`config.mk`:
```
export PLATFORM = sky130hd
export DESIGN_NAME = telecommand_frame_builder_unit
export DESIGN_NICKNAME = d
export VERILOG_FILES = /design/src/rtl/tcfb_pkg.sv /design/src/rtl/telecommand_frame_builder_unit.sv /design/src/rtl/tcfb_front.sv /design/src/rtl/tcfb_queue.sv /design/src/rtl/tcfb_back.sv
export SDC_FILE = /design/constraint.sdc
export NUM_CORES = 1
export LEC_CHECK = 0
export ABC_AREA = 1
export BUFFER_PORTS_ARGS = -buffer_cell sky130_fd_sc_hd__buf_2
export CAP_MARGIN = 20
export CELL_PAD_IN_SITES_DETAIL_PLACEMENT = 1
export CELL_PAD_IN_SITES_GLOBAL_PLACEMENT = 1
export CORE_MARGIN = 2
export CORE_UTILIZATION = 40
export CTS_BUF_LIST = sky130_fd_sc_hd__clkbuf_8
export DETAILED_ROUTE_END_ITERATION = 10
export PLACE_DENSITY = 0.79
export SLEW_MARGIN = 5
export SYNTH_ARGS = -nofsm -noshare
export SYNTH_HDL_FRONTEND = slang
export SYNTH_SLANG_ARGS = --single-unit
export TNS_END_PERCENT = 100
```
`constraint.sdc`:
```
create_clock -name clk -period 3.7 [get_ports clk]
set_input_delay 0.74 -clock clk [delete_from_list [all_inputs] [get_ports clk]]
set_output_delay 0.74 -clock clk [all_outputs]
set_load 0.02 [all_outputs]
```
`src/rtl/tcfb_pkg.sv`:
```
`timescale 1ns / 1ps
package tcfb_pkg;

    // field widths
    localparam int unsigned BYTE_W     = 8;
    localparam int unsigned SCID_W     = 10;
    localparam int unsigned VCID_W     = 6;
    localparam int unsigned LEN_W      = 10;
    localparam int unsigned OP_W       = 2;
    localparam int unsigned DCOUNT_W   = 10;
    localparam int unsigned LIM_W      = 12;
    localparam int unsigned CFG_IDX_W  = 3;
    localparam int unsigned CFG_DATA_W = 10;

    // frame layout
    localparam int unsigned HDR_OCTETS = 5;
    localparam int unsigned PHASE_W    = $clog2(HDR_OCTETS + 1);
    localparam int unsigned HDR_IDX_W  = $clog2(HDR_OCTETS);

    // command queue between front and back
    localparam int unsigned CMD_QUEUE_DEPTH = 2;

    // default frame size bound
    localparam int unsigned MAX_FRAME_OCTETS_DEF = 1024;

    // operation codes
    typedef enum logic [OP_W-1:0] {
        OP_DATA  = 2'd0,
        OP_INC   = 2'd1,
        OP_SET   = 2'd2,
        OP_SPARE = 2'd3
    } op_t;

    // configuration register indexes
    typedef enum logic [CFG_IDX_W-1:0] {
        REG_SPACECRAFT_ID = 3'd0,
        REG_CTRL_FLAG     = 3'd1,
        REG_BYPASS_FLAG   = 3'd2,
        REG_VIRTUAL_CHAN  = 3'd3,
        REG_LENGTH_FIELD  = 3'd4,
        REG_ERR_CTRL      = 3'd5
    } reg_idx_t;

    typedef struct packed {
        logic [OP_W-1:0]   operation;
        logic [BYTE_W-1:0] data_byte;
        logic              end_of_data;
        logic [BYTE_W-1:0] new_count;
    } item_t;

    typedef struct packed {
        logic [BYTE_W-1:0] frame_byte;
        logic              frame_end;
    } result_t;

    // one queued command: optional header, then one data word
    typedef struct packed {
        logic                              start;
        logic [HDR_OCTETS-1:0][BYTE_W-1:0] header;
        logic [BYTE_W-1:0]                 data_byte;
        logic                              frame_end;
    } cmd_t;

endpackage

```
`src/rtl/telecommand_frame_builder_unit.sv`:
```
`timescale 1ns / 1ps
// Telecommand transfer frame builder.
// Input side is a queue: drive item and raise push while full is low. Each
// item is a data byte, bumps the sequence count, loads it, or does nothing.
// Result side is a queue too: while empty is low, result holds the oldest
// frame word; raise pop to take it.
// The first data byte of a frame yields six words (five header octets and
// the byte itself); later bytes yield one word until the data limit is hit.
// Items are taken one per cycle while full is low. A two-entry command queue
// parts the intake from the output sequencer, so a frame start fills it and
// full rises while the header octets drain, one per cycle while pop is high.
// An item's words pass through the command queue, then the output register.
// The configuration channel (cfg_valid/cfg_ready, cfg_index, cfg_data) is
// always ready and should be written only while the block is idle.
// Reset clears the configuration, sequence count and frame state and empties
// both queues. When the receiver stalls, words wait in the output register,
// the command queue fills, and full holds off further input.
module telecommand_frame_builder_unit
    import tcfb_pkg::*;
#(
    parameter int unsigned MAX_FRAME_OCTETS = MAX_FRAME_OCTETS_DEF
) (
    input  logic                  clk,
    input  logic                  rst_n,
    input  logic                  push,
    input  item_t                 item,
    output logic                  full,
    output logic                  empty,
    input  logic                  pop,
    output result_t               result,
    input  logic                  cfg_valid,
    output logic                  cfg_ready,
    input  logic [CFG_IDX_W-1:0]  cfg_index,
    input  logic [CFG_DATA_W-1:0] cfg_data
);

    logic cmd_push, cmd_full, cmd_pop, cmd_empty;
    cmd_t cmd_wr, cmd_rd;

    assign cfg_ready = 1'b1;

    // intake and frame state
    tcfb_front #(
        .MAX_FRAME_OCTETS (MAX_FRAME_OCTETS)
    ) u_front (
        .clk       (clk),
        .rst_n     (rst_n),
        .push      (push),
        .item      (item),
        .full      (full),
        .cfg_valid (cfg_valid),
        .cfg_index (cfg_index),
        .cfg_data  (cfg_data),
        .cmd_push  (cmd_push),
        .cmd       (cmd_wr),
        .cmd_full  (cmd_full)
    );

    // command queue
    tcfb_queue u_queue (
        .clk     (clk),
        .rst_n   (rst_n),
        .wr_en   (cmd_push),
        .wr_data (cmd_wr),
        .full    (cmd_full),
        .rd_en   (cmd_pop),
        .rd_data (cmd_rd),
        .empty   (cmd_empty)
    );

    // output sequencer
    tcfb_back u_back (
        .clk       (clk),
        .rst_n     (rst_n),
        .cmd       (cmd_rd),
        .cmd_empty (cmd_empty),
        .cmd_pop   (cmd_pop),
        .result    (result),
        .empty     (empty),
        .pop       (pop)
    );

endmodule

```
`src/rtl/tcfb_front.sv`:
```
`timescale 1ns / 1ps
module tcfb_front
    import tcfb_pkg::*;
#(
    parameter int unsigned MAX_FRAME_OCTETS = MAX_FRAME_OCTETS_DEF
) (
    input  logic                  clk,
    input  logic                  rst_n,
    input  logic                  push,
    input  item_t                 item,
    output logic                  full,
    input  logic                  cfg_valid,
    input  logic [CFG_IDX_W-1:0]  cfg_index,
    input  logic [CFG_DATA_W-1:0] cfg_data,
    output logic                  cmd_push,
    output cmd_t                  cmd,
    input  logic                  cmd_full
);

    localparam logic signed [LIM_W-1:0] LimMax = LIM_W'(MAX_FRAME_OCTETS - 5);
    localparam logic [DCOUNT_W-1:0]     DcMax  = '1;

    logic [SCID_W-1:0]   scid_reg;
    logic                ctrl_flag_reg;
    logic                bypass_reg;
    logic [VCID_W-1:0]   vcid_reg;
    logic [LEN_W-1:0]    len_reg;
    logic                ecp_reg;

    logic [BYTE_W-1:0]   seq_reg, seq_next;
    logic                inside_reg, inside_next;
    logic [DCOUNT_W-1:0] dcount_reg, dcount_next;
    logic                lim_hit_reg, lim_hit_next;

    logic                  accept;
    logic                  start;
    logic [DCOUNT_W-1:0]   dc_base, dc_inc;
    logic                  lr_base;
    logic signed [LIM_W-1:0] lim_raw, lim;
    logic                  reach;

    assign full   = cmd_full;
    assign accept = push && !cmd_full;

    // configuration registers
    always_ff @(posedge clk or negedge rst_n)
    begin
        if (!rst_n)
        begin
            scid_reg      <= '0;
            ctrl_flag_reg <= 1'b0;
            bypass_reg    <= 1'b0;
            vcid_reg      <= '0;
            len_reg       <= '0;
            ecp_reg       <= 1'b0;
        end
        else if (cfg_valid)
        begin
            unique case (reg_idx_t'(cfg_index))
                REG_SPACECRAFT_ID: scid_reg      <= cfg_data[SCID_W-1:0];
                REG_CTRL_FLAG:     ctrl_flag_reg <= cfg_data[0];
                REG_BYPASS_FLAG:   bypass_reg    <= cfg_data[0];
                REG_VIRTUAL_CHAN:  vcid_reg      <= cfg_data[VCID_W-1:0];
                REG_LENGTH_FIELD:  len_reg       <= cfg_data[LEN_W-1:0];
                REG_ERR_CTRL:      ecp_reg       <= cfg_data[0];
                default: ;
            endcase
        end
    end

    // data field limit, clamped to the frame size bound
    always_comb
    begin
        lim_raw = $signed({{(LIM_W-LEN_W){1'b0}}, len_reg}) - LIM_W'(4)
                  - (ecp_reg ? LIM_W'(2) : LIM_W'(0));
        lim     = (lim_raw > LimMax) ? LimMax : lim_raw;
    end

    // classify the word and update frame state
    always_comb
    begin
        start        = !inside_reg;
        dc_base      = start ? '0 : dcount_reg;
        lr_base      = start ? 1'b0 : lim_hit_reg;
        dc_inc       = (dc_base < DcMax) ? dc_base + 1'b1 : dc_base;
        reach        = (lim >= LIM_W'(1)) &&
                       ($signed({{(LIM_W-DCOUNT_W){1'b0}}, dc_inc}) >= lim);

        seq_next     = seq_reg;
        inside_next  = inside_reg;
        dcount_next  = dcount_reg;
        lim_hit_next = lim_hit_reg;
        cmd_push     = 1'b0;

        cmd.start      = start;
        cmd.header[0]  = {2'b00, bypass_reg, ctrl_flag_reg, 2'b00, scid_reg[9:8]};
        cmd.header[1]  = scid_reg[7:0];
        cmd.header[2]  = {vcid_reg, len_reg[9:8]};
        cmd.header[3]  = len_reg[7:0];
        cmd.header[4]  = seq_reg;
        cmd.data_byte  = item.data_byte;
        cmd.frame_end  = item.end_of_data || reach;

        if (accept)
        begin
            unique case (op_t'(item.operation))
                OP_INC:  seq_next = seq_reg + 1'b1;
                OP_SET:  seq_next = item.new_count;
                OP_DATA:
                begin
                    inside_next  = !item.end_of_data;
                    dcount_next  = dc_base;
                    lim_hit_next = lr_base;
                    if (!lr_base)
                    begin
                        dcount_next  = dc_inc;
                        lim_hit_next = reach;
                        cmd_push     = 1'b1;
                    end
                end
                default: ;
            endcase
        end
    end

    always_ff @(posedge clk or negedge rst_n)
    begin
        if (!rst_n)
        begin
            seq_reg     <= '0;
            inside_reg  <= 1'b0;
            dcount_reg  <= '0;
            lim_hit_reg <= 1'b0;
        end
        else
        begin
            seq_reg     <= seq_next;
            inside_reg  <= inside_next;
            dcount_reg  <= dcount_next;
            lim_hit_reg <= lim_hit_next;
        end
    end

endmodule

```
`src/rtl/tcfb_queue.sv`:
```
`timescale 1ns / 1ps
module tcfb_queue
    import tcfb_pkg::*;
(
    input  logic clk,
    input  logic rst_n,
    input  logic wr_en,
    input  cmd_t wr_data,
    output logic full,
    input  logic rd_en,
    output cmd_t rd_data,
    output logic empty
);

    localparam int unsigned PtrW = $clog2(CMD_QUEUE_DEPTH);

    cmd_t              entry_reg [CMD_QUEUE_DEPTH];
    logic [PtrW-1:0]   wr_ptr_reg, rd_ptr_reg;
    logic [PtrW:0]     count_reg;
    logic              do_wr, do_rd;

    assign full    = (count_reg == (PtrW+1)'(CMD_QUEUE_DEPTH));
    assign empty   = (count_reg == '0);
    assign do_wr   = wr_en && !full;
    assign do_rd   = rd_en && !empty;
    assign rd_data = entry_reg[rd_ptr_reg];

    // command storage
    always_ff @(posedge clk)
    begin
        if (do_wr)
        begin
            entry_reg[wr_ptr_reg] <= wr_data;
        end
    end

    // pointers and fill level
    always_ff @(posedge clk or negedge rst_n)
    begin
        if (!rst_n)
        begin
            wr_ptr_reg <= '0;
            rd_ptr_reg <= '0;
            count_reg  <= '0;
        end
        else
        begin
            if (do_wr)
            begin
                wr_ptr_reg <= (wr_ptr_reg == PtrW'(CMD_QUEUE_DEPTH - 1)) ? '0
                              : wr_ptr_reg + 1'b1;
            end
            if (do_rd)
            begin
                rd_ptr_reg <= (rd_ptr_reg == PtrW'(CMD_QUEUE_DEPTH - 1)) ? '0
                              : rd_ptr_reg + 1'b1;
            end
            if (do_wr && !do_rd)
            begin
                count_reg <= count_reg + 1'b1;
            end
            else if (do_rd && !do_wr)
            begin
                count_reg <= count_reg - 1'b1;
            end
        end
    end

endmodule

```
`src/rtl/tcfb_back.sv`:
```
`timescale 1ns / 1ps
module tcfb_back
    import tcfb_pkg::*;
(
    input  logic    clk,
    input  logic    rst_n,
    input  cmd_t    cmd,
    input  logic    cmd_empty,
    output logic    cmd_pop,
    output result_t result,
    output logic    empty,
    input  logic    pop
);

    logic [PHASE_W-1:0] phase_reg, phase_next;
    logic               out_valid_reg, out_valid_next;
    result_t            result_reg, result_next;
    logic               emit_hdr;
    logic               adv;

    assign empty  = !out_valid_reg;
    assign result = result_reg;

    // walk header octets, then the data word
    always_comb
    begin
        emit_hdr       = cmd.start && (phase_reg != PHASE_W'(HDR_OCTETS));
        adv            = !cmd_empty && (!out_valid_reg || pop);
        phase_next     = phase_reg;
        out_valid_next = out_valid_reg && !pop;
        result_next    = result_reg;
        cmd_pop        = 1'b0;

        if (adv)
        begin
            out_valid_next = 1'b1;
            if (emit_hdr)
            begin
                result_next.frame_byte = cmd.header[phase_reg[HDR_IDX_W-1:0]];
                result_next.frame_end  = 1'b0;
                phase_next             = phase_reg + 1'b1;
            end
            else
            begin
                result_next.frame_byte = cmd.data_byte;
                result_next.frame_end  = cmd.frame_end;
                phase_next             = '0;
                cmd_pop                = 1'b1;
            end
        end
    end

    always_ff @(posedge clk or negedge rst_n)
    begin
        if (!rst_n)
        begin
            phase_reg     <= '0;
            out_valid_reg <= 1'b0;
        end
        else
        begin
            phase_reg     <= phase_next;
            out_valid_reg <= out_valid_next;
        end
    end

    // output word register
    always_ff @(posedge clk)
    begin
        result_reg <= result_next;
    end

endmodule

```
; ---- After elaboration in Yosys (flattened, before gate mapping)
; Memories as Yosys holds them, arrays and structs flattened.
; Cells that the tools add are included.
[word_totals]
ff_bits = 66
mem_bits_rw = 92
input_bits = 37
output_inout_bits = 12
wordCells = 97
memories = 1
[memory_table]
columns = name, depth, word_bits, rd, rd_ports_with_merged_regs, wr, line
row1 = u_queue.entry_reg, 2, 46, 1, 0, 1, tcfb_queue.sv:17  ; cmd_t entry_reg [CMD_QUEUE_DEPTH];
[classes]
n_addsub = 9
magnitude_cmp = 5
n_eq_ne = 9
n_mux = 24
n_reduce_logical = 32
[ops]
columns = op, count
row1 = $mux W10, 3
row2 = $bmux W8 S3, 1
row3 = $pmux W8 S2, 1
row4 = $reduce_and A2 Y1, 8
row5 = $ge A11 B12 Y1, 1
row6 = $ge A12 B2 Y1 const B, 1
row7 = $gt A12 B11 Y1 const B, 1
row8 = $mux W1, 12
row9 = $mux W12, 1
row10 = $sub A12 B12 Y12, 1
row11 = $sub A10 B3 Y11 const B, 1
row12 = $add A10 B1 Y10 const B, 1
row13 = $lt A10 B10 Y1 const B, 1
row14 = $logic_and A1 B1 Y1, 9
row15 = $mux W9, 1
row16 = $add A8 B1 Y8 const B, 1
row17 = $logic_not A1 Y1, 8
row18 = $mux W8, 1
row19 = $eq A3 B2 Y1 const B, 2
row20 = $eq A3 B3 Y1 const B, 2
row21 = $mux W2, 3
row22 = $eq A2 B2 Y1 const B, 2
row23 = $logic_not A2 Y1, 2
row24 = $lt A3 B4 Y1 const B, 1
row25 = 11 further kinds, 14

; ---- Longest topological paths before layout
; Gate-level depths: netlist of the first run.
[depth]
word_depth = 9
ltp_mapped = 36
mapped_depth_nobuf = 36

; ---- By module
; Synthesis of the first run repeated with hierarchy kept, for this count alone.
[unflattened]
hier_cells = 907
hier_area_um2 = 8276.7
[by_module_without_submodules]
columns = mod, instances, cells_each, area_per_inst_um2, seq_area_each_um2
row1 = tcfb_queue, 1, 293, 3886.2, 3103.0
row2 = tcfb_front, 1, 465, 3385.7, 1226.2
row3 = tcfb_back, 1, 147, 993.5, 370.4
row4 = telecommand_frame_builder_unit, 1, 2, 11.3, 0.0

; ---- Least setup slack after synthesis of the first run
; No wires, ideal clock.
[synth_timing]
path_kind = input-to-reg
from = input port item[17] (netlist name)
to = memory u_queue.entry_reg[1][0] (netlist name) (enable)
setup_time_ns = 0.451
arrival_time_ns = 3.258
t_required_ns = 3.249
slack_ns = -0.010
cell_stages = 6
path_buffers = 0
path_cell_list = inv_1 -> ha_1 -> nand2_1 -> inv_1 -> nand2_1 -> nor2_1
[synth_via]
elab_chain_len = 6
[synth_lines]
columns = item, line
row1 = from (decl), telecommand_frame_builder_unit.sv:26  ; input item_t item,
row2 = $logic_not A2 Y1, tcfb_front.sv:106  ; unique case (op_t'(item.operation))
row3 = $mux W1, tcfb_front.sv:106
row4 = $mux W1, tcfb_front.sv:104  ; if (accept)
row5 = $logic_and A1 B1 Y1, tcfb_queue.sv:24  ; assign do_wr = wr_en && !full;
row6 = $mux W1, tcfb_queue.sv:31  ; if (do_wr)
row7 = $mux W1 (not written as such), tcfb_queue.sv:33  ; entry_reg[wr_ptr_reg] <= wr_data;
row8 = to (decl), tcfb_queue.sv:17
; No other way between the ends.

==> results of run 1 <==
[cell type report]
class / instances / area share, %
repair buffers: 67 / 4.69
well taps: 229 / 3.35
clock inverters: 14 / 1.55
inverters: 85 / 3.79
clock buffers: 18 / 2.90
multi-input cells: 491 / 31.6
flip-flops and latches: 158 / 52.2
[worst max path at each step]
stage | depth (start not counted) | from | end | slack, ns
finish | 33 | u_front.len_reg[3]$_DFFE_PN0P_ | u_queue.entry_reg[0][0]$_DFFE_PP_ | 0.09
global route | 36 | u_front.len_reg[3]$_DFFE_PN0P_ | u_queue.entry_reg[0][0]$_DFFE_PP_ | -0.30
CTS | 33 | u_front.len_reg[3]$_DFFE_PN0P_ | u_queue.entry_reg[0][0]$_DFFE_PP_ | 0.004
detailed placement | 33 | u_front.len_reg[3]$_DFFE_PN0P_ | u_queue.entry_reg[0][0]$_DFFE_PP_ | -0.004
global placement | 36 | u_front.len_reg[3]$_DFFE_PN0P_ | u_queue.entry_reg[0][0]$_DFFE_PP_ | 0.25
floorplan | 6 | item[17] | u_queue.entry_reg[0][0]$_DFFE_PP_ | 0.006
[what timing repair did]
| item | CTS | global route |
|---|---|---|
| gates resized for setup | 1 | 45 |
| pin swaps | 0 | 15 |
| setup buffers | 0 | 8 |
| endpoints found under the hold margin | 0 | 0 |
| setup endpoints to repair | 2 | 3 |
[layer usage]
| layer | routed length (um) | vias to the layer above | part of all wire [%] |
|---|---|---|---|
| li1 | - | 2669 | - |
| met1 | 8420 | 2780 | 44 |
| met2 | 9720 | 122 | 50 |
| met3 | 660 | 41 | 3.4 |
| met4 | 476 | 0 | 2.5 |
| met5 | 0 | - | 0 |
[logic make-up after synthesis]
group	Yosys count	share of synthesized area [%]
compound gates	147	11.4
xor+xnor	9	1.16
fa+ha+maj	20	3.37
buf+inv	108	5.63
flops	158	60.1
other cells	1	0.0506
simple gates	314	18.3
[placed cells by master, fill, tap and decap left out, types with 3 or more instances in the layout]
master | netlist | layout
nor3_1 | 5 | 5
inv_2 | 6 | 8
dfrtp_1 | 57 | 54
nor2_4 | 2 | 9
edfxtp_1 | 101 | 101
a31oi_1 | 12 | 12
buf_2 | 1 | 47
clkinvlp_4 | 0 | 3
nand3_2 | 3 | 7
buf_4 | 1 | 18
nor2_2 | 7 | 5
nor2_1 | 75 | 70
nand4_1 | 5 | 5
dfrtp_2 | 0 | 3
a21oi_1 | 16 | 16
o21ai_0 | 81 | 80
xor2_1 | 6 | 5
clkinv_1 | 3 | 3
nand3_1 | 20 | 16
ha_1 | 20 | 17
or2_2 | 9 | 9
o211ai_1 | 11 | 11
o22ai_1 | 8 | 8
nand2_2 | 11 | 22
inv_1 | 76 | 73
clkbuf_8 | 0 | 18
inv_6 | 0 | 4
nand2_1 | 170 | 158
o221ai_1 | 7 | 7
[power breakdown]
group          internal, mW  switching [mW]
sequential             2.30           0.272
clock                 0.562           0.691
combinational         0.672            1.37
total                  3.54            2.33
[metrics by stage]
| step | power [mW] | TNS (ns) | std cells |
|---|---|---|---|
| detailed placement | 4.51 | -0.00763 | 1022 |
| finish | 5.86 | 0 | 1062 |
| global route | 6.25 | -0.806 | 1062 |
| CTS | 5.77 | 0 | 1054 |
| floorplan | 3.83 | 0 | 757 |
| global placement | 4.40 | 0 | 1022 |
[worst max-delay path, delay by kind of cell (launching register included)]
kind | cells | cell delay, ns
AO/OA/AOI/OAI | 1 | 0.18
XOR/XNOR | 1 | 0.19
adder cells (fa/ha/maj) | 2 | 0.39
buffers and inverters | 4 | 0.28
flip-flops | 1 | 0.41
AND/OR/NAND/NOR | 25 | 1.93
==> reports/metrics.cfg, run 1 <==
[setup_path]
crit_path_end_kind = flop
crit_type = flop to flop
worstReg2RegEnd = u_queue.entry_reg[0][0]$_DFFE_PP_
crit_path_top_delay_cell = dfrtp_2
worstPathArrival_ns = 3.83
r2r_start = u_front.len_reg[3]$_DFFE_PN0P_
critical_path.startpoint_type = flop
r2r_slack_ns = 0.09
slowest_delay_ns = 0.41
r2r_cells = 33
path_max_fanout = 4
crit_path_frequent_cell = nand2_1
crit_required_ns = 3.92

[routing]
drt_first_pass_iters = 8
vias = 5612
via_per_inst = 5.28
wl_per_cell_um = 18.2
first_iter_violations = 466
ant_nets = 0
wl_um = 19300
route.detailed.drc = 5

[synthesis]
ys_types = 41
synth_top_area_share_pct = 40.9
syn_area_um2 = 7420
async_flop_share_pct = 36.1
synthCells = 757
ys_top_cells_by_count = nand2_1 (170), edfxtp_1 (101), o21ai_0 (81), inv_1 (76), nor2_1 (75)
synth_flop_cell = edfxtp_1
ys_ff_latch = 158
seq_area_frac_synth_pct = 60.1
synth_area_per_cell_um2 = 9.80
synth_warnings = 0
synth_enable_flop_cells = 101
synthTopCellsByArea = edfxtp_1 (41%), dfrtp_1 (19%), nand2_1 (8.6%)
syn-num-nets = 814
synth_top_area_cell = edfxtp_1
synth_most_common_cell = nand2_1

[power]
max-vdd-ir-drop_mv = 0.264
power_density_nw_per_um2 = 685
p_leak_nw = 3.58

[clocking]
htree_levels = 4
root_buffer = clkbuf_8
cts_buffer_depth = 2
numCtsBuffers = 17
clkSlewWorstSetupHoldPaths_ns = 0.09
clock-sinks = 158
clkLatencyLatePin_ns = 0.47
postCtsHoldBufs = 0
cts_tree = built

[cells_and_area]
n_fill_cell = 2031
multi_input_area_um2 = 2700
final_core_util_pct = 47.3
design_area_um2 = 8560
antenna_cells = 0
drive_gt1_share_pct = 21.4
syn_to_final_growth_pct = 15.4
largest_reg_flops = 92
seq_area_um2 = 4460
nNetsFinal = 877

[sta]
finalCritPeriodShare_pct = 97.6
slew_headroom_pct = 36.6
slew_violations = 0
setup_viol_count_final = 0
skew_ns = 0.0140
tightest_slew_ns = 0.943
timing.hold.ws_ns = 0.415
finalCriticalPeriod_ns = 3.61
finalHoldViolCount = 0
setup_ws_ns = 0.0878
rsz0062_at_grt = true
max_freq_mhz = 277

[placement]
dp_slack_ns = -0.00382
gp_routability_congestion = 0.794
portBuffers = 47
dpl_cell_area_um2 = 7960
dp_hpwl_um = 13000

[grt]
met3_usage_pct = 3.49
grt_overflow_total = 0
grt_pass1_wl_um = 30300
met2_usage_pct = 33.5
grt_max_degree = 58
top_usage_layer = met2
grt_pass1_vias = 5725
track_usage_pct = 19.8
grt_antenna_before_repair = 0
grt_use_met1_pct = 25.5

[outcome]
outcome = finished, violations left
violations = design-rule violations

[floorplanning]
core_area_um2 = 18100
initial_core_util_pct = 41.0
die_area_um2 = 19600
num_rows = 49
io_pins = 49
die_h_um = 140
die_w_um = 140

[min_path]
hp-class = primary input to async pin

[flow_run]
max_cap_violations = 0

No activity file was read; power rests on OpenSTA's default activity.
==> run 2, diff against run 1 <==
==> constraint.sdc (replaced) <==
create_clock -name clk -period 3.4 [get_ports clk]
set_input_delay 0.68 -clock clk [delete_from_list [all_inputs] [get_ports clk]]
set_output_delay 0.68 -clock clk [all_outputs]
set_load 0.02 [all_outputs]
==> reports/metrics.cfg, run 2 (synthesis results as in run 1) <==
[outcome]
outcome = finished, violations left  ; unchanged
violations = design-rule violations, negative setup slack  ; was design-rule violations

[grt]
track_usage_pct = 23.2  ; was 19.8%
grt_overflow_total = 0  ; unchanged
grt_pass1_vias = 6537  ; was 5725
grt_pass1_wl_um = 35000  ; was 30300 um
grt_antenna_before_repair = 0  ; unchanged
grt_max_degree = 48  ; was 58

[routing]
ant_nets = 0  ; unchanged
via_per_inst = 5.45  ; was 5.28
drt_first_pass_iters = 10  ; was 8
wl_um = 23200  ; was 19300 um
route.detailed.drc = 3  ; was 5
vias = 6097  ; was 5612
first_iter_violations = 497  ; was 466
wl_per_cell_um = 20.7  ; was 18.2 um

[cells_and_area]
final_common_cell = nand2_1  ; unchanged
drive_gt1_share_pct = 26.4  ; was 21.4%
nNetsFinal = 933  ; was 877
antenna_cells = 0  ; unchanged
seq_area_um2 = 4460  ; about the same
n_fill_cell = 2044  ; was 2031
multi_input_area_um2 = 2740  ; was 2700 um^2
layout_common_cells = nand2_1 (154), edfxtp_1 (101), o21ai_0 (80)  ; was nand2_1 (158), edfxtp_1 (101), o21ai_0 (80)
largest_reg_flops = 92  ; unchanged
final_core_util_pct = 50.1  ; was 47.3%
syn_to_final_growth_pct = 22.1  ; was 15.4%

[floorplanning]
die_w_um = 140  ; unchanged
die_area_um2 = 19600  ; unchanged
io_pins = 49  ; unchanged
core_area_um2 = 18100  ; unchanged
die_h_um = 140  ; unchanged
initial_core_util_pct = 41.0  ; unchanged
num_rows = 49  ; unchanged

[setup_path]
worstPathArrival_ns = 4.31  ; was 3.83 ns
r2r_cells = 35  ; was 33
path_max_fanout = 5  ; was 4
crit_path_top_delay_cell = dfrtp_1  ; was dfrtp_2
slowest_delay_ns = 0.41  ; about the same
r2r_start = u_front.len_reg[2]$_DFFE_PN0P_  ; was u_front.len_reg[3]$_DFFE_PN0P_
crit_path_end_kind = flop  ; unchanged
crit_path_frequent_cell = nand2_1  ; unchanged
worstReg2RegEnd = u_queue.entry_reg[1][0]$_DFFE_PP_  ; was u_queue.entry_reg[0][0]$_DFFE_PP_
crit_type = flop to flop  ; unchanged
crit_required_ns = 3.61  ; was 3.92 ns
critical_path.startpoint_type = flop  ; unchanged
r2r_slack_ns = -0.70  ; was 0.09 ns

[clocking]
cts_tree = built  ; unchanged
clkSlewWorstSetupHoldPaths_ns = 0.10  ; was 0.09 ns
root_buffer = clkbuf_8  ; unchanged
postCtsHoldBufs = 0  ; unchanged
htree_levels = 4  ; unchanged
numCtsBuffers = 17  ; unchanged
cts_buffer_depth = 2  ; unchanged
clkLatencyLatePin_ns = 0.46  ; was 0.47 ns
clock-sinks = 158  ; unchanged

[sta]
slew_violations = 0  ; unchanged
finalCriticalPeriod_ns = 4.10  ; was 3.61 ns
tightest_slew_ns = 0.963  ; was 0.943 ns
rsz0062_at_grt = true  ; unchanged
setup_viol_count_final = 3  ; was 0
finalCritPeriodShare_pct = 121  ; was 97.6%
finalHoldViolCount = 0  ; unchanged
slew_headroom_pct = 35.3  ; was 36.6%
setup_ws_ns = -0.701  ; was 0.0878 ns
max_freq_mhz = 244  ; was 277 MHz
skew_ns = 0.0134  ; was 0.0140 ns

[placement]
gp_routability_congestion = 0.777  ; was 0.794
dp_hpwl_um = 13400  ; was 13000 um
portBuffers = 47  ; unchanged

[power]
max-vdd-ir-drop_mv = 0.315  ; was 0.264 mV
p_leak_nw = 3.89  ; was 3.58 nW
power_density_nw_per_um2 = 783  ; was 685 nW/um^2
p_total_mw = 7.09  ; was 5.86 mW

[min_path]
hp-class = primary input to async pin  ; unchanged

[flow_run]
max_cap_violations = 0  ; unchanged

[run 2: changes by cell type in the layout (fill, tap and decap cells not counted), sizes merged]
cell      change
buf          +56
clkinv        +2
bufinv        +1
clkbuf        -1
clkinvlp      -1
inv           -1
[run 2: area by class of cell]
type	instances	area share, %
sequential	158	49.2
multi-input combinational	491	30.2
timing repair buffer	123	9.26
inverter	85	3.55
tap	229	3.16
clock buffer	17	2.58
clock inverter	15	1.98
[run 2: worst max-delay path by stage]
stage | cells past startpoint | slack, ns | from | to
after detailed placement | 36 | -0.22 | u_front.len_reg[2]$_DFFE_PN0P_ | u_queue.entry_reg[1][0]$_DFFE_PP_
after CTS | 36 | -0.14 | u_front.len_reg[2]$_DFFE_PN0P_ | u_queue.entry_reg[0][0]$_DFFE_PP_
after floorplan | 36 | 0.08 | u_front.len_reg[2]$_DFFE_PN0P_ | u_queue.entry_reg[0][0]$_DFFE_PP_
final | 35 | -0.70 | u_front.len_reg[2]$_DFFE_PN0P_ | u_queue.entry_reg[1][0]$_DFFE_PP_
after global routing | 35 | -0.90 | u_front.len_reg[2]$_DFFE_PN0P_ | u_queue.entry_reg[1][0]$_DFFE_PP_
after global placement | 36 | 0.06 | u_front.len_reg[2]$_DFFE_PN0P_ | u_queue.entry_reg[0][0]$_DFFE_PP_
[run 2: per-layer routing]
| metal | vias up | GRT usage [%] | wire, um | part of all wire [%] |
|---|---|---|---|---|
| met2 | 176 | 42.0 | 12000 | 52 |
| met1 | 3058 | 27.5 | 9250 | 40 |
| met4 | 0 | 9.09 | 924 | 4.0 |
| met3 | 69 | 4.14 | 974 | 4.2 |
| li1 | 2794 | - | - | - |
| met5 | - | 0 | 0 | 0 |
[run 2: where the power goes]
group / leakage [nW] / internal [mW] / switching [mW]
clock: 0.202 / 0.677 / 0.800
combinational: 2.06 / 1.02 / 1.78
sequential: 1.63 / 2.50 / 0.303
[run 2: through the flow]
step                worst slack, ns  TNS (ns)  hold slack, ns  area (um^2)  std cells
finish                       -0.701     -2.03           0.274         9050       1118
floorplan                    0.0819         0           0.384         7420        757
CTS                          -0.138    -0.379           0.288         8920       1114
global route                 -0.898     -2.61           0.310         9050       1118
detailed placement           -0.217    -0.494           0.462         8120       1042
global placement             0.0608         0           0.457         8120       1042
[run 2: timing repair]
| action | in CTS | in global routing |
|---|---|---|
| pin swaps | 14 | 16 |
| buffers inserted | 40 | 4 |
| gates cloned | 0 | 0 |
| gates resized for setup | 25 | 27 |
| endpoints found under the setup margin | 3 | 3 |
[run 2: worst max-delay path: cells and delay by family (launching register included)]
kind,cells,cell delay [ns]
simple gates,27,2.28
buf+inv,5,0.55
fa+ha+maj,2,0.43
flops,1,0.41
compound gates,1,0.16
==> run 3, diff against run 2 <==
--- a/config.mk
+++ b/config.mk
@@ -14,7 +14,7 @@
 export CORE_UTILIZATION = 40
 export CTS_BUF_LIST = sky130_fd_sc_hd__clkbuf_8
 export DETAILED_ROUTE_END_ITERATION = 10
-export PLACE_DENSITY = 0.79
+export PLACE_DENSITY = 0.81
 export SLEW_MARGIN = 5
 export SYNTH_ARGS = -nofsm -noshare
 export SYNTH_HDL_FRONTEND = slang
==> constraint.sdc (replaced) <==
create_clock -name clk -period 3.6 [get_ports clk]
set_input_delay 0.72 -clock clk [delete_from_list [all_inputs] [get_ports clk]]
set_output_delay 0.72 -clock clk [all_outputs]
set_load 0.02 [all_outputs]
==> reports/metrics.cfg, run 3 (synthesis results as in run 1) <==
[setup_path]
critical_path.startpoint_type = flop  ; unchanged
worstPathArrival_ns = 4.05  ; was 4.31 ns
crit_path_top_delay_cell = dfrtp_1  ; unchanged
slowest_delay_ns = 0.44  ; was 0.41 ns
crit_path_end_kind = flop  ; unchanged
crit_path_frequent_cell = nand2_1  ; unchanged
path_max_fanout = 3  ; was 5
crit_family = simple AND/OR/NAND/NOR gates  ; unchanged
cp_num_buf_inv = 2  ; was 5
crit_type = flop to flop  ; unchanged
crit_required_ns = 3.82  ; was 3.61 ns

[grt]
track_usage_pct = 20.3  ; was 23.2%
grt_pass1_vias = 5988  ; was 6537
grt_max_degree = 46  ; was 48
grt_antenna_before_repair = 0  ; unchanged
grt_overflow_total = 0  ; unchanged
grt_pass1_wl_um = 30900  ; was 35000 um

[sta]
finalCriticalPeriod_ns = 3.83  ; was 4.10 ns
slew_violations = 0  ; unchanged
rsz0062_at_grt = true  ; unchanged
setup_viol_count_final = 3  ; unchanged
slew_headroom_pct = 32.1  ; was 35.3%
max_freq_mhz = 261  ; was 244 MHz
finalSetupTns_ns = -0.540  ; was -2.03 ns
skew_ns = 0.0102  ; was 0.0134 ns
timing.hold.ws_ns = 0.314  ; was 0.274 ns
setup_ws_ns = -0.227  ; was -0.701 ns
finalHoldViolCount = 0  ; unchanged
tightest_slew_ns = 1.01  ; was 0.963 ns
finalCritPeriodShare_pct = 106  ; was 121%

[clocking]
clkLatencyLatePin_ns = 0.47  ; was 0.46 ns
htree_levels = 4  ; unchanged
cts_tree = built  ; unchanged
clkSlewWorstSetupHoldPaths_ns = 0.09  ; was 0.10 ns
clock-sinks = 158  ; unchanged
numCtsBuffers = 17  ; unchanged
cts_buffer_depth = 2  ; unchanged
root_buffer = clkbuf_8  ; unchanged

[cells_and_area]
layout_common_cells = nand2_1 (156), edfxtp_1 (101), o21ai_0 (80)  ; was nand2_1 (154), edfxtp_1 (101), o21ai_0 (80)
syn_to_final_growth_pct = 16.8  ; was 22.1%
largest_reg_flops = 92  ; unchanged
drive_gt1_share_pct = 22.8  ; was 26.4%
n_fill_cell = 2038  ; was 2044
design_area_um2 = 8660  ; was 9050 um^2
final_common_cell = nand2_1  ; unchanged
antenna_cells = 0  ; unchanged
final_core_util_pct = 47.9  ; was 50.1%
nNetsFinal = 887  ; was 933

[placement]
dp_hpwl_um = 13500  ; was 13400 um
portBuffers = 47  ; unchanged
gp_routability_congestion = 0.794  ; was 0.777
dpl_cell_area_um2 = 8010  ; was 8120 um^2
dp_slack_ns = -0.0352  ; was -0.217 ns

[power]
p_switching_mw = 2.44  ; was 2.89 mW
clkPwrFrac_pct = 19.8  ; was 20.8%
power_density_nw_per_um2 = 694  ; was 783 nW/um^2
p_leak_nw = 3.62  ; was 3.89 nW
switching_share_pct = 40.6  ; was 40.7%
max-vdd-ir-drop_mv = 0.275  ; was 0.315 mV
pwr-share-seq_pct = 44.1  ; was 39.6%
internal-power_mw = 3.57  ; was 4.20 mW
power_frac_comb_pct = 36.1  ; was 39.6%

[floorplanning]
initial_core_util_pct = 41.0  ; unchanged
core_area_um2 = 18100  ; unchanged
num_rows = 49  ; unchanged
die_h_um = 140  ; unchanged
die_w_um = 140  ; unchanged
io_pins = 49  ; unchanged
die_area_um2 = 19600  ; unchanged

[flow_run]
max_cap_violations = 0  ; unchanged

[routing]
drt_first_pass_iters = 10  ; unchanged
ant_nets = 0  ; unchanged
wl_per_cell_um = 18.4  ; was 20.7 um
via_per_inst = 5.30  ; was 5.45
first_iter_violations = 385  ; was 497
wl_um = 19700  ; was 23200 um
vias = 5677  ; was 6097
route.detailed.drc = 4  ; was 3

[outcome]
outcome = finished, violations left  ; unchanged
violations = design-rule violations, negative setup slack  ; unchanged

[min_path]
hp-class = primary input to async pin  ; unchanged

[run 3: through the flow]
| stage | power [mW] | cells |
|---|---|---|
| after CTS | 5.91 | 1066 |
| after global routing | 6.39 | 1072 |
| after global placement | 4.53 | 1029 |
| final | 6.01 | 1072 |
| after floorplan | 3.93 | 757 |
| after detailed placement | 4.65 | 1029 |
[run 3: repair_timing]
item                                    in CTS  in global routing
endpoints found under the setup margin       3                  3
setup buffers                                5                  6
resized for setup                           14                 45
pin swaps                                    6                 25
hold buffers                                 0                  0
[run 3: path summary, 6_finish.rpt]
check,slack [ns],depth (start not counted),to,from
max,-0.23,31,u_queue.entry_reg[1][0]$_DFFE_PP_,u_front.ecp_reg$_DFFE_PN0P_
min,0.31,1,u_front.vcid_reg[5]$_DFFE_PN0P_,rst_n
max reg2reg,-0.23,31,u_queue.entry_reg[1][0]$_DFFE_PP_,u_front.ecp_reg$_DFFE_PN0P_
min reg2reg,0.51,0,u_queue.entry_reg[1][24]$_DFFE_PP_,u_front.vcid_reg[1]$_DFFE_PN0P_
max in group asynchronous,2.57,2,u_back.phase_reg[2]$_DFFE_PN0P_,rst_n
min in group clk,0.44,1,u_queue.entry_reg[0][2]$_DFFE_PP_,item[10]
[run 3: area by class of cell]
class,count,area [um^2],share of cell area [%]
clock buffers,17,234,2.70
flip-flops and latches,158,4460,51.5
repair buffers,77,477,5.50
inverters,85,322,3.71
clock inverters,15,114,1.31
well taps,229,287,3.31
multi-input cells,491,2770,31.9
[run 3: routing by layer]
layer  global-route usage (%)  up-vias  share of wire (%)
li1                         -     2701                  -
met1                     25.3     2791                 43
met2                     35.7      140                 51
met3                     3.56       45                3.5
met4                     6.96        0                2.2
met5                        0        -                  0
[run 3: power by group through the flow]
| stage | registers [mW] | clock network, mW | logic (mW) |
|---|---|---|---|
| after floorplan | 2.64 | 0 | 1.30 |
| after global placement | 2.65 | 0 | 1.88 |
| after detailed placement | 2.67 | 0 | 1.98 |
| after CTS | 2.64 | 1.21 | 2.05 |
| after global routing | 2.69 | 1.28 | 2.42 |
| final | 2.65 | 1.19 | 2.17 |
